File: src/rtl/pdm_pkg.sv
// Shared types and constants for the PWM duty meter.
// No dependencies; imported by every module of the block.
package pdm_pkg;

    localparam int CAP_W      = 16;
    localparam int DUTY_W     = 14;
    localparam int ELAPSED_W  = 16;
    localparam int TIMEOUT_W  = 16;
    localparam int CFG_IDX_W  = 2;
    localparam int CFG_DATA_W = 16;
    localparam int CNT_W      = $clog2(DUTY_W);
    localparam int S_TDATA_W  = 40;
    localparam int M_TDATA_W  = 16;

    localparam logic [DUTY_W-1:0]    DUTY_FULL   = DUTY_W'(10000);
    localparam logic [ELAPSED_W-1:0] ELAPSED_MAX = '1;
    localparam logic [TIMEOUT_W-1:0] TIMEOUT_RST = TIMEOUT_W'(100);
    localparam logic [TIMEOUT_W-1:0] TIMEOUT_MIN = TIMEOUT_W'(1);

    // Item kinds carried in s_tuser.
    localparam logic OP_CAPTURE = 1'b0;
    localparam logic OP_TICK    = 1'b1;

    // Configuration register indexes.
    localparam logic [CFG_IDX_W-1:0] CFG_TIMEOUT    = CFG_IDX_W'(0);
    localparam logic [CFG_IDX_W-1:0] CFG_PERIOD_SEL = CFG_IDX_W'(1);

    typedef enum logic [1:0] {
        ST_IDLE,
        ST_EXEC,
        ST_DIV,
        ST_PUSH
    } pdm_state_t;

    typedef enum logic [1:0] {
        DP_IDLE,
        DP_MUL,
        DP_DIV,
        DP_DONE
    } pdm_div_phase_t;

    typedef struct packed {
        logic busy;
        logic done;
    } pdm_div_status_t;

endpackage

File: src/rtl/pwm_duty_meter_with_timeout.sv
// Top level of the PWM duty meter with signal-loss timeout.
// Depends on pdm_pkg and instantiates the bit-serial duty unit pdm_div.
//
// Usage. Each input transfer on the s_ channel is either a capture event
// (s_tuser = 0) carrying both timer channel captures, or a one-millisecond tick
// (s_tuser = 1) carrying the sampled pin level. Every input transfer produces
// exactly one output transfer on the m_ channel with the current duty in
// hundredths of a percent and, in m_tuser, a flag that is set when a tick's
// timeout forced the duty to the pin level.
// The cfg_ channel writes the timeout (index 0) and the period channel select
// (index 1); it is always ready and should only be used while the block is idle.
//
// Timing. The block works on one item at a time. For a tick, a zero period or a
// saturated capture the item passes through the execute and push states, and
// m_tvalid rises once the result is pushed; the block then returns to idle for the
// next input transfer. A capture that needs the divide also waits in the divide
// state on the bit-serial multiply and restoring divide in pdm_div (one bit per
// cycle each).
// A result waiting in the output register does not block the next input
// transfer; only the hand-over into that register waits for m_tready, so a
// stalled receiver holds the block in its final step until the result is taken.
//
// Reset (aresetn low, synchronous) clears the duty and the elapsed counter,
// sets the timeout to 100 ms and selects channel one as the period.
module pwm_duty_meter_with_timeout
    import pdm_pkg::*;
#(
    parameter int CAPTURE_WIDTH = 16
) (
    input  logic                  aclk,
    input  logic                  aresetn,
    // Input stream.
    input  logic                  s_tvalid,
    output logic                  s_tready,
    // [15:0] capture_ch1, [31:16] capture_ch2, [32] pin_level, [39:33] zero
    input  logic [S_TDATA_W-1:0]  s_tdata,
    // [0] operation
    input  logic                  s_tuser,
    // Result stream.
    output logic                  m_tvalid,
    input  logic                  m_tready,
    // [13:0] duty_hundredths, [15:14] zero
    output logic [M_TDATA_W-1:0]  m_tdata,
    // [0] signal_lost
    output logic                  m_tuser,
    // Configuration write channel.
    input  logic                  cfg_valid,
    output logic                  cfg_ready,
    input  logic [CFG_IDX_W-1:0]  cfg_index,
    input  logic [CFG_DATA_W-1:0] cfg_data
);

    // Captures are used only up to the timer width, and never beyond the
    // 16 bits the ports carry.
    localparam int OpW = (CAPTURE_WIDTH < CAP_W) ? CAPTURE_WIDTH : CAP_W;

    pdm_state_t state_reg, state_next;

    // Configuration registers.
    logic [TIMEOUT_W-1:0] timeout_reg;
    logic                 period_sel_reg;

    // Measurement state.
    logic [ELAPSED_W-1:0] elapsed_reg;
    logic [DUTY_W-1:0]    duty_reg;

    // The item being worked on.
    logic                 op_reg;
    logic                 pin_reg;
    logic [OpW-1:0]       high_reg;
    logic [OpW-1:0]       period_reg;
    logic                 lost_reg;

    // Output register.
    logic                 m_tvalid_reg;
    logic [DUTY_W-1:0]    out_duty_reg;
    logic                 out_lost_reg;

    logic [CAP_W-1:0]     cap1;
    logic [CAP_W-1:0]     cap2;
    logic                 in_xfer;
    logic                 cfg_xfer;
    logic                 div_start;
    logic                 push;
    logic                 needs_div;
    logic [TIMEOUT_W-1:0] limit;
    logic [ELAPSED_W-1:0] elapsed_inc;
    logic                 timed_out;
    logic [DUTY_W-1:0]    div_quotient;
    pdm_div_status_t      div_st;

    assign cap1     = s_tdata[CAP_W-1:0];
    assign cap2     = s_tdata[2*CAP_W-1:CAP_W];
    assign in_xfer  = s_tvalid && s_tready;
    assign cfg_xfer = cfg_valid && cfg_ready;

    // A capture needs the divide only when the period is non-zero and the
    // high time is below it; otherwise the result is known at once.
    assign needs_div = (op_reg == OP_CAPTURE) && (period_reg != '0)
                       && (high_reg < period_reg);

    // Timeout test after the saturating increment; a timeout of zero acts as one.
    assign limit       = (timeout_reg == '0) ? TIMEOUT_MIN : timeout_reg;
    assign elapsed_inc = (elapsed_reg == ELAPSED_MAX) ? elapsed_reg : elapsed_reg + 1'b1;
    assign timed_out   = (elapsed_inc > limit);

    always_comb begin
        state_next = state_reg;
        case (state_reg)
            ST_IDLE: if (in_xfer) state_next = ST_EXEC;
            ST_EXEC: state_next = div_start ? ST_DIV : ST_PUSH;
            ST_DIV:  if (div_st.done) state_next = ST_PUSH;
            ST_PUSH: if (push) state_next = ST_IDLE;
            default: state_next = ST_IDLE;
        endcase
    end

    always_comb begin
        s_tready  = (state_reg == ST_IDLE);
        div_start = (state_reg == ST_EXEC) && needs_div && !div_st.busy;
        push      = (state_reg == ST_PUSH) && (!m_tvalid_reg || m_tready);
    end

    always_ff @(posedge aclk) begin
        if (!aresetn) begin
            state_reg      <= ST_IDLE;
            timeout_reg    <= TIMEOUT_RST;
            period_sel_reg <= 1'b1;
            elapsed_reg    <= '0;
            duty_reg       <= '0;
            m_tvalid_reg   <= 1'b0;
        end else begin
            state_reg <= state_next;

            if (cfg_xfer) begin
                case (cfg_index)
                    CFG_TIMEOUT:    timeout_reg    <= cfg_data[TIMEOUT_W-1:0];
                    CFG_PERIOD_SEL: period_sel_reg <= cfg_data[0];
                    default:        ;
                endcase
            end

            if (state_reg == ST_EXEC) begin
                if (op_reg == OP_TICK) begin
                    if (timed_out) begin
                        duty_reg    <= pin_reg ? DUTY_FULL : '0;
                        elapsed_reg <= '0;
                    end else begin
                        elapsed_reg <= elapsed_inc;
                    end
                end else begin
                    elapsed_reg <= '0;
                    if ((period_reg != '0) && (high_reg >= period_reg)) begin
                        duty_reg <= DUTY_FULL;
                    end
                end
            end else if ((state_reg == ST_DIV) && div_st.done) begin
                duty_reg <= div_quotient;
            end

            if (push) begin
                m_tvalid_reg <= 1'b1;
            end else if (m_tready) begin
                m_tvalid_reg <= 1'b0;
            end
        end
    end

    // Item and output payload registers.
    always_ff @(posedge aclk) begin
        if (in_xfer) begin
            op_reg     <= s_tuser;
            pin_reg    <= s_tdata[2*CAP_W];
            high_reg   <= period_sel_reg ? cap2[OpW-1:0] : cap1[OpW-1:0];
            period_reg <= period_sel_reg ? cap1[OpW-1:0] : cap2[OpW-1:0];
        end
        if (state_reg == ST_EXEC) begin
            lost_reg <= (op_reg == OP_TICK) && timed_out;
        end
        if (push) begin
            out_duty_reg <= duty_reg;
            out_lost_reg <= lost_reg;
        end
    end

    pdm_div #(
        .OPW (OpW)
    ) u_div (
        .aclk     (aclk),
        .aresetn  (aresetn),
        .start    (div_start),
        .high     (high_reg),
        .period   (period_reg),
        .quotient (div_quotient),
        .status   (div_st)
    );

    assign cfg_ready = 1'b1;
    assign m_tvalid  = m_tvalid_reg;
    assign m_tdata   = {{(M_TDATA_W - DUTY_W){1'b0}}, out_duty_reg};
    assign m_tuser   = out_lost_reg;

endmodule

File: src/rtl/pdm_div.sv
// Bit-serial duty unit: forms high*10000 by shift-and-add, then divides by the period.
// Depends on pdm_pkg. Expects high < period, so the quotient fits the duty width.
module pdm_div
    import pdm_pkg::*;
#(
    parameter int OPW = 16
) (
    input  logic              aclk,
    input  logic              aresetn,
    input  logic              start,
    input  logic [OPW-1:0]    high,
    input  logic [OPW-1:0]    period,
    output logic [DUTY_W-1:0] quotient,
    output pdm_div_status_t   status
);

    localparam int AccW = OPW + DUTY_W;

    pdm_div_phase_t   phase_reg, phase_next;
    logic [CNT_W-1:0] cnt_reg;
    logic [AccW-1:0]  acc_reg;

    logic [AccW-1:0]  addend;
    logic [AccW-1:0]  mul_next;
    logic [OPW:0]     trial;
    logic [OPW:0]     diff;
    logic             fits;
    logic [AccW-1:0]  div_next;

    always_comb begin
        phase_next = phase_reg;
        case (phase_reg)
            DP_IDLE: if (start) phase_next = DP_MUL;
            DP_MUL:  if (cnt_reg == '0) phase_next = DP_DIV;
            DP_DIV:  if (cnt_reg == '0) phase_next = DP_DONE;
            DP_DONE: phase_next = DP_IDLE;
            default: phase_next = DP_IDLE;
        endcase
    end

    always_comb begin
        status.busy = (phase_reg != DP_IDLE);
        status.done = (phase_reg == DP_DONE);
    end

    // The multiply walks the constant MSB first; the divide then shifts the
    // product through the low half while the remainder sits in the high half.
    always_comb begin
        addend   = DUTY_FULL[cnt_reg] ? {{DUTY_W{1'b0}}, high} : '0;
        mul_next = {acc_reg[AccW-2:0], 1'b0} + addend;
        trial    = {acc_reg[AccW-1:DUTY_W], acc_reg[DUTY_W-1]};
        fits     = (trial >= {1'b0, period});
        diff     = trial - {1'b0, period};
        div_next = {(fits ? diff[OPW-1:0] : trial[OPW-1:0]),
                    acc_reg[DUTY_W-2:0], fits};
    end

    always_ff @(posedge aclk) begin
        if (!aresetn) begin
            phase_reg <= DP_IDLE;
            cnt_reg   <= '0;
        end else begin
            phase_reg <= phase_next;
            case (phase_reg)
                DP_IDLE: if (start) cnt_reg <= CNT_W'(DUTY_W - 1);
                DP_MUL:  cnt_reg <= (cnt_reg == '0) ? CNT_W'(DUTY_W - 1) : cnt_reg - 1'b1;
                DP_DIV:  cnt_reg <= cnt_reg - 1'b1;
                default: cnt_reg <= cnt_reg;
            endcase
        end
    end

    always_ff @(posedge aclk) begin
        case (phase_reg)
            DP_IDLE: if (start) acc_reg <= '0;
            DP_MUL:  acc_reg <= mul_next;
            DP_DIV:  acc_reg <= div_next;
            default: acc_reg <= acc_reg;
        endcase
    end

    assign quotient = acc_reg[DUTY_W-1:0];

endmodule

File: config.mk
export PLATFORM = sky130hd
export DESIGN_NAME = pwm_duty_meter_with_timeout
export DESIGN_NICKNAME = d
export VERILOG_FILES = /design/src/rtl/pdm_pkg.sv /design/src/rtl/pwm_duty_meter_with_timeout.sv /design/src/rtl/pdm_div.sv
export SDC_FILE = /design/constraint.sdc
export NUM_CORES = 1
export LEC_CHECK = 0
export ABC_AREA = 1
export BUFFER_PORTS_ARGS = -buffer_cell sky130_fd_sc_hd__buf_2
export CORE_ASPECT_RATIO = 0.9
export CORE_UTILIZATION = 50
export CTS_BUF_LIST = sky130_fd_sc_hd__clkbuf_8 sky130_fd_sc_hd__clkbuf_16
export DETAILED_ROUTE_END_ITERATION = 10
export PLACE_DENSITY = 0.77
export SLEW_MARGIN = 20
export SYNTH_ARGS = -nofsm -noshare
export SYNTH_HDL_FRONTEND = slang
export SYNTH_SLANG_ARGS = --single-unit
File: constraint.sdc
create_clock -name aclk -period 2.95 [get_ports aclk]
set_input_delay 0.59 -clock aclk [delete_from_list [all_inputs] [get_ports aclk]]
set_output_delay 0.59 -clock aclk [all_outputs]
set_load 0.005 [all_outputs]
# Yosys cells after proc, flatten, opt, wreduce, memory -nomap -nowiden

Memories as Yosys holds them, arrays and structs flattened. A register that Yosys moved wholly into a read port is not among the register bits.
Index checks and enable logic that the tools add are counted.

Bits in read-only memories: 16
Register bits after elaboration: 136
Logic and storage cells: 104
Memories kept: 1

Bitwise operators: 1
Reduce and logical (&&, ||, !) cells: 28
Eq/ne operators: 16
Muxes and demuxes: 33
Add/subtract/negate cells: 4
Order comparisons: 5

Memory list:

| memory           | words | width | read ports | clocked after memory_dff | wr ports | line          | RTL |
|---|---|---|---|---|---|---|---|
| (name not given) | 16    | 1     | 1          | 1                        | 0        | pdm_div.sv:49 | `addend = DUTY_FULL[cnt_reg] ? {{DUTY_W{1'b0}}, high} : '0;` |

Operators with widths:

| operator                                              | count |
|---|---|
| 2-to-1 mux 16 bit                                     | 8 |
| case mux 30 bit (3 select lines)                      | 1 |
| 2-to-1 mux 14 bit                                     | 6 |
| adder 30 bit                                          | 1 |
| 2-to-1 mux 30 bit                                     | 1 |
| greater-or-equal comparator 17 x 16 -> 1 bit          | 1 |
| adder 16 x 1 -> 16 bit, second input constant         | 1 |
| == test 16 bit, second input constant                 | 1 |
| greater-or-equal comparator 16 bit                    | 1 |
| greater-than comparator 16 bit                        | 1 |
| zero test 16 bit                                      | 1 |
| less-than comparator 16 bit                           | 1 |
| 2-to-1 mux 4 bit                                      | 4 |
| case mux 2 bit (4 select lines)                       | 2 |
| nonzero test 16 bit                                   | 1 |
| subtractor 16 bit                                     | 1 |
| 2-to-1 mux 2 bit                                      | 6 |
| case mux 4 bit (3 select lines)                       | 1 |
| logical AND 1 bit                                     | 9 |
| AND reduction 3 bit                                   | 3 |
| == test 2 bit, second input constant                  | 4 |
| == test 2 x 1 -> 1 bit, second input constant         | 3 |
| zero test 2 bit                                       | 3 |
| inequality test 2 x 1 -> 1 bit, second input constant | 3 |
| 13 further kinds                                      | 23 |

# Longest topological paths before layout

Word-level depth: 9
Gate-level depth with buffers: 24
Gate-level depth less buffers: 23

# By module

Synthesis repeated with hierarchy kept, for this count alone.

Cells, all modules: 1477
Area total of the unflattened synthesis: 10301.1 µm²

Modules (own cells, without submodules):

| module                      | cells each | times used | area an instance (µm²) |
|---|---|---|---|
| pwm_duty_meter_with_timeout | 657        | 1          | 5357.6 |
| pdm_div                     | 820        | 1          | 4943.5 |

# Worst setup path before layout

Ideal clock, no wire load.

Path kind: register to register
Start: reg elapsed_reg[0]
End: reg duty_reg[0]
Stages on the path, launching flop included: 23
Setup slack: 22 ps
Path buffers: 1
Data required time: 2818 ps
Data arrival time: 2795 ps
Cell sequence: dfxtp_1 > ha_1 > nand3_2 > nor2_2 > nand4_1 > nor2_2 > nand2_2 > nand3_1 > nor2_1 > xor2_1 > ha_1 > nand2_1 > nor2_1 > nand2_1 > o211ai_1 > nand2_1 > nand2_1 > nand2_1 > nand2_1 > nand3_2 > buf_2 > nand2_1 > a21oi_1

Longest elaborated chain between the ends: 5

RTL lines:

| what                                                            | line                               | RTL |
|---|---|---|
| from (decl)                                                     | pwm_duty_meter_with_timeout.sv:64  | `logic [ELAPSED_W-1:0] elapsed_reg;` |
| from (signal assigned)                                          | pwm_duty_meter_with_timeout.sv:149 | `elapsed_reg <= elapsed_inc;` |
| adder 16 x 1 -> 16 bit / == test 16 bit (equally long branches) | pwm_duty_meter_with_timeout.sv:104 | `assign elapsed_inc = (elapsed_reg == ELAPSED_MAX) ? elapsed_reg : elapsed_reg + 1'b1;` |
| 2-to-1 mux 16 bit (*)                                           | pwm_duty_meter_with_timeout.sv:104 |  |
| greater-than comparator 16 bit (*)                              | pwm_duty_meter_with_timeout.sv:105 | `assign timed_out = (elapsed_inc > limit);` |
| inequality test 3 bit (no source line) (*)                      | n/a                                |  |
| AND reduction 3 bit (no source line) (*)                        | n/a                                |  |
| to (signal assigned)                                            | pwm_duty_meter_with_timeout.sv:146 | `duty_reg <= pin_reg ? DUTY_FULL : '0;` |
| to (signal assigned)                                            | pwm_duty_meter_with_timeout.sv:158 | `duty_reg <= div_quotient;` |
| to (decl)                                                       | pwm_duty_meter_with_timeout.sv:65  | `logic [DUTY_W-1:0] duty_reg;` |

Every way passes the cells marked *; elsewhere a longest branch is shown, timed or not.
A chain may end at the register's enable or synchronous reset.

# Final worst setup path

Start: reg elapsed_reg[0]
End: reg elapsed_reg[4]

Longest elaborated chain between the ends: 5

RTL lines:

| what                                                            | line                               | RTL |
|---|---|---|
| adder 16 x 1 -> 16 bit / == test 16 bit (equally long branches) | pwm_duty_meter_with_timeout.sv:104 |  |
| 2-to-1 mux 16 bit (*)                                           | pwm_duty_meter_with_timeout.sv:104 |  |
| greater-than comparator 16 bit                                  | pwm_duty_meter_with_timeout.sv:105 |  |
| 2-to-1 mux 16 bit (*)                                           | pwm_duty_meter_with_timeout.sv:145 | `if (timed_out) begin` |
| 2-to-1 mux 16 bit (*)                                           | pwm_duty_meter_with_timeout.sv:144 | `if (op_reg == OP_TICK) begin` |

Marked as above.

==> results.md <==
* Status: finished with violations
* Failing checks: negative setup slack
* Fin area at 0.0112 mm^2
* Vias in the first global route at 7,845
* DRT Wirelength at 25,400 um
* FMAX at 308 MHz
* Initial antenna violation count at 0
* Most frequent cells in the layout: nand2_1 (247), inv_1 (151), a21oi_1 (144)
* Layout area overhead at 22.5%
* Nets@finish at 1,471
* Hold Fails Final Rpt at 0
* Critical Path RT at ~3.3 ns
* FILL cells at 1,404
* Cells along the critical path: ha_4 -> nand3_4 -> nor2_4 -> nand4_1 -> nor2_2 -> buf_6 -> nand2_8 -> inv_4 -> nor3_1 -> a21oi_2 -> ha_4 -> a21oi_2 -> o21ai_1 -> nand2_1 -> o211ai_1 -> nand2_1 -> nand2_1 -> nand2_2 -> nand2_4 -> inv_4 -> clkbuf_16 -> nand2_2 -> a21oi_1
* Clock Skews at approximately 0.0085 ns
* Final WS setup at -0.297 ns
* Longest Clk Path Bufs at 2
* Final Wtd Congestion at 0.979
* Die W at between 100 and 150 um
* RSZ-0062 raised after global routing: yes
* GRT Util Overall at approximately 26%
* Period Utilization, post-route at 110%
* Critical path's slowest cell: dfxtp_2
* DRT antenna net count at 0
* Tightest Hold Check Type: in -> reg
* Share of cells above drive strength 1 at between 20% and 30%
* Die Y at roughly 130 um
* Synth Instances at 1,203
* WP data arrival at 3.59 ns
* Final setup vio count at 31
* Clock sinks at roughly 140
* #FFs+latches synth at 137
* Top cell by count, worst path: nand2_1
* Worst Tran Pin Value at 1.10 ns
* CTS tree: built
* Commonest non-fill, non-tap cell in the layout: nand2_1
* Pin count of the biggest net entering global routing at 66
* DR vias at roughly 9k
* Power Density at 862 mW/mm^2
* First-pass GRT wire length at 37,400 um
* Reg clk slew, reported paths at around 0.060 ns
* Maximum VDD drop at 560 uV
* Largest delay share family, worst path: simple AND/OR/NAND/NOR gates
* Starting Density at 51.6%
* Average size of a mapped cell at 7.62 um^2
* Antenna Cells at 0
* H-tree Lvls at 4
* Final Util at 63.2%
* Slew headroom at 25.8%
* Num CTS Buffers at 17
* Setup slack at placement at -0.245 ns
* Final min period at about 3.2 ns
* Critical Path Fanout Max at 7
* Via/cell ratio at 5.69
* DR WL/cell at 16.0 um
* Post-synth EDFFs at 80
* First drt pass iteration count at 7
* CP peak stage delay at 0.36 ns
* Main synth FF type: edfxtp_1
* Number of I/O port buffers at 73
* # DRC at 0
* Buf+Inv Stages, Crit Path at 4
* Leakage power at 5.00 nW
* Hold_ws at 0.329 ns
* Overall power at 0.00968 W
* Crit path kind: reg -> reg
* Reg2reg setup slack at -0.30 ns
* Max Slew Vio Count at 0
* YS warnings at 0
* Number of distinct library cells after synthesis at 54
* Sequential share of the synthesized area at approximately two fifths
* IO Count at 84
* CP Capture Type: flop
* Number of flip-flops in the largest register at 30
* Core region area at 0.0178 mm^2
* Die ar. at 0.0189 mm^2
* Root Buffer: clkbuf_16
* FFs w/ async S/R, synth at 0%
* DP Area at 0.0100 mm^2
* Element type at the critical path start: flop
* Detail Placement HPWL at approximately 17,000 um
* Skew-Pair Late Insertion Delay at 0.43 ns
* Site Rows at 46
* Overflow after GRT at 0
* Netlist Area Pre-Place at ~0.0092 mm^2
* Max-cap check violation count at 0
* Initial DRC count at 961
==> per-layer routing <==
layer	vias up	global-route usage (%)	part of all wire (%)
li1	4336	-	-
met1	4112	36.2	43
met2	457	40.1	46
met3	102	4.48	7.9
met4	0	8.73	3.2
met5	-	0	0
==> cell usage after synthesis, types with 3 or more instances <==
library cell,count,area share [%]
a21o_1,3,0.25
a21oi_1,156,8.5
a31oi_1,4,0.27
buf_1,3,0.12
buf_2,5,0.27
buf_4,4,0.33
clkbuf_1,22,0.90
dfxtp_1,57,12
edfxtp_1,80,26
ha_1,74,10
inv_1,152,6.2
inv_2,4,0.16
nand2_1,266,11
nand2_2,6,0.41
nand3_1,87,4.7
nand3_2,3,0.33
nand3b_1,8,0.65
nand4_1,24,1.6
nor2_1,71,2.9
nor2_2,5,0.34
nor3_1,13,0.71
nor4_1,4,0.27
o211ai_1,6,0.49
o21ai_0,80,4.4
o21bai_1,3,0.25
or2_1,3,0.20
or2_2,4,0.27
xnor2_1,11,1.1
xor2_1,10,0.95
==> final timing paths <==
check                                    start              to  depth (start not counted)
worst max-delay path            elapsed_reg[0]  elapsed_reg[4]                         23
worst min-delay path                   s_tuser          op_reg                          1
worst max register to register  elapsed_reg[0]  elapsed_reg[4]                         23
worst min register to register        lost_reg         m_tuser                          0
==> power breakdown <==
| group | total [W] | switching [W] | internal (W) |
|---|---|---|---|
| registers | 0.00306 | 0.000443 | 0.00262 |
| clock network | 0.00211 | 0.000883 | 0.00123 |
| logic | 0.00450 | 0.00295 | 0.00155 |
| total | 0.00968 | 0.00428 | 0.00540 |
==> cell families after synthesis <==
group           count (synthesis)  share of synthesized area, %
simple gates                  506                          24.7
compound gates                267                          15.6
buf+inv                       193                          8.29
flops                         137                          38.6
fa+ha+maj                      76                          10.5
xor+xnor                       22                          2.18
other cells                     2                        0.0819
==> cell type report <==
| class | count | area (um^2) | area share (%) |
|---|---|---|---|
| clock buffers | 20 | 500 | 4.46 |
| repair buffers | 143 | 947 | 8.43 |
| inverters | 157 | 594 | 5.29 |
| flip-flops and latches | 137 | 3550 | 31.6 |
| clock inverters | 12 | 81.3 | 0.724 |
| well taps | 240 | 300 | 2.67 |
| multi-input cells | 875 | 5260 | 46.8 |
==> per-stage QoR <==
stage | std cells | TNS, ns
after floorplan | 1204 | 0
after global placement | 1525 | -2.66
after detailed placement | 1525 | -4.86
after CTS | 1570 | -0.0327
after global routing | 1584 | -11.05
final | 1584 | -6.24
==> timing repair <==
| item | 4_1_cts | 5_1_grt |
|---|---|---|
| setup endpoints to repair | 30 | 35 |
| gates resized for setup | 18 | 76 |
| pin swaps | 8 | 41 |
| hold buffers | 0 | 0 |
| cloned | 1 | 1 |
| setup buffers | 12 | 13 |
No activity file was read; power rests on OpenSTA's default activity.
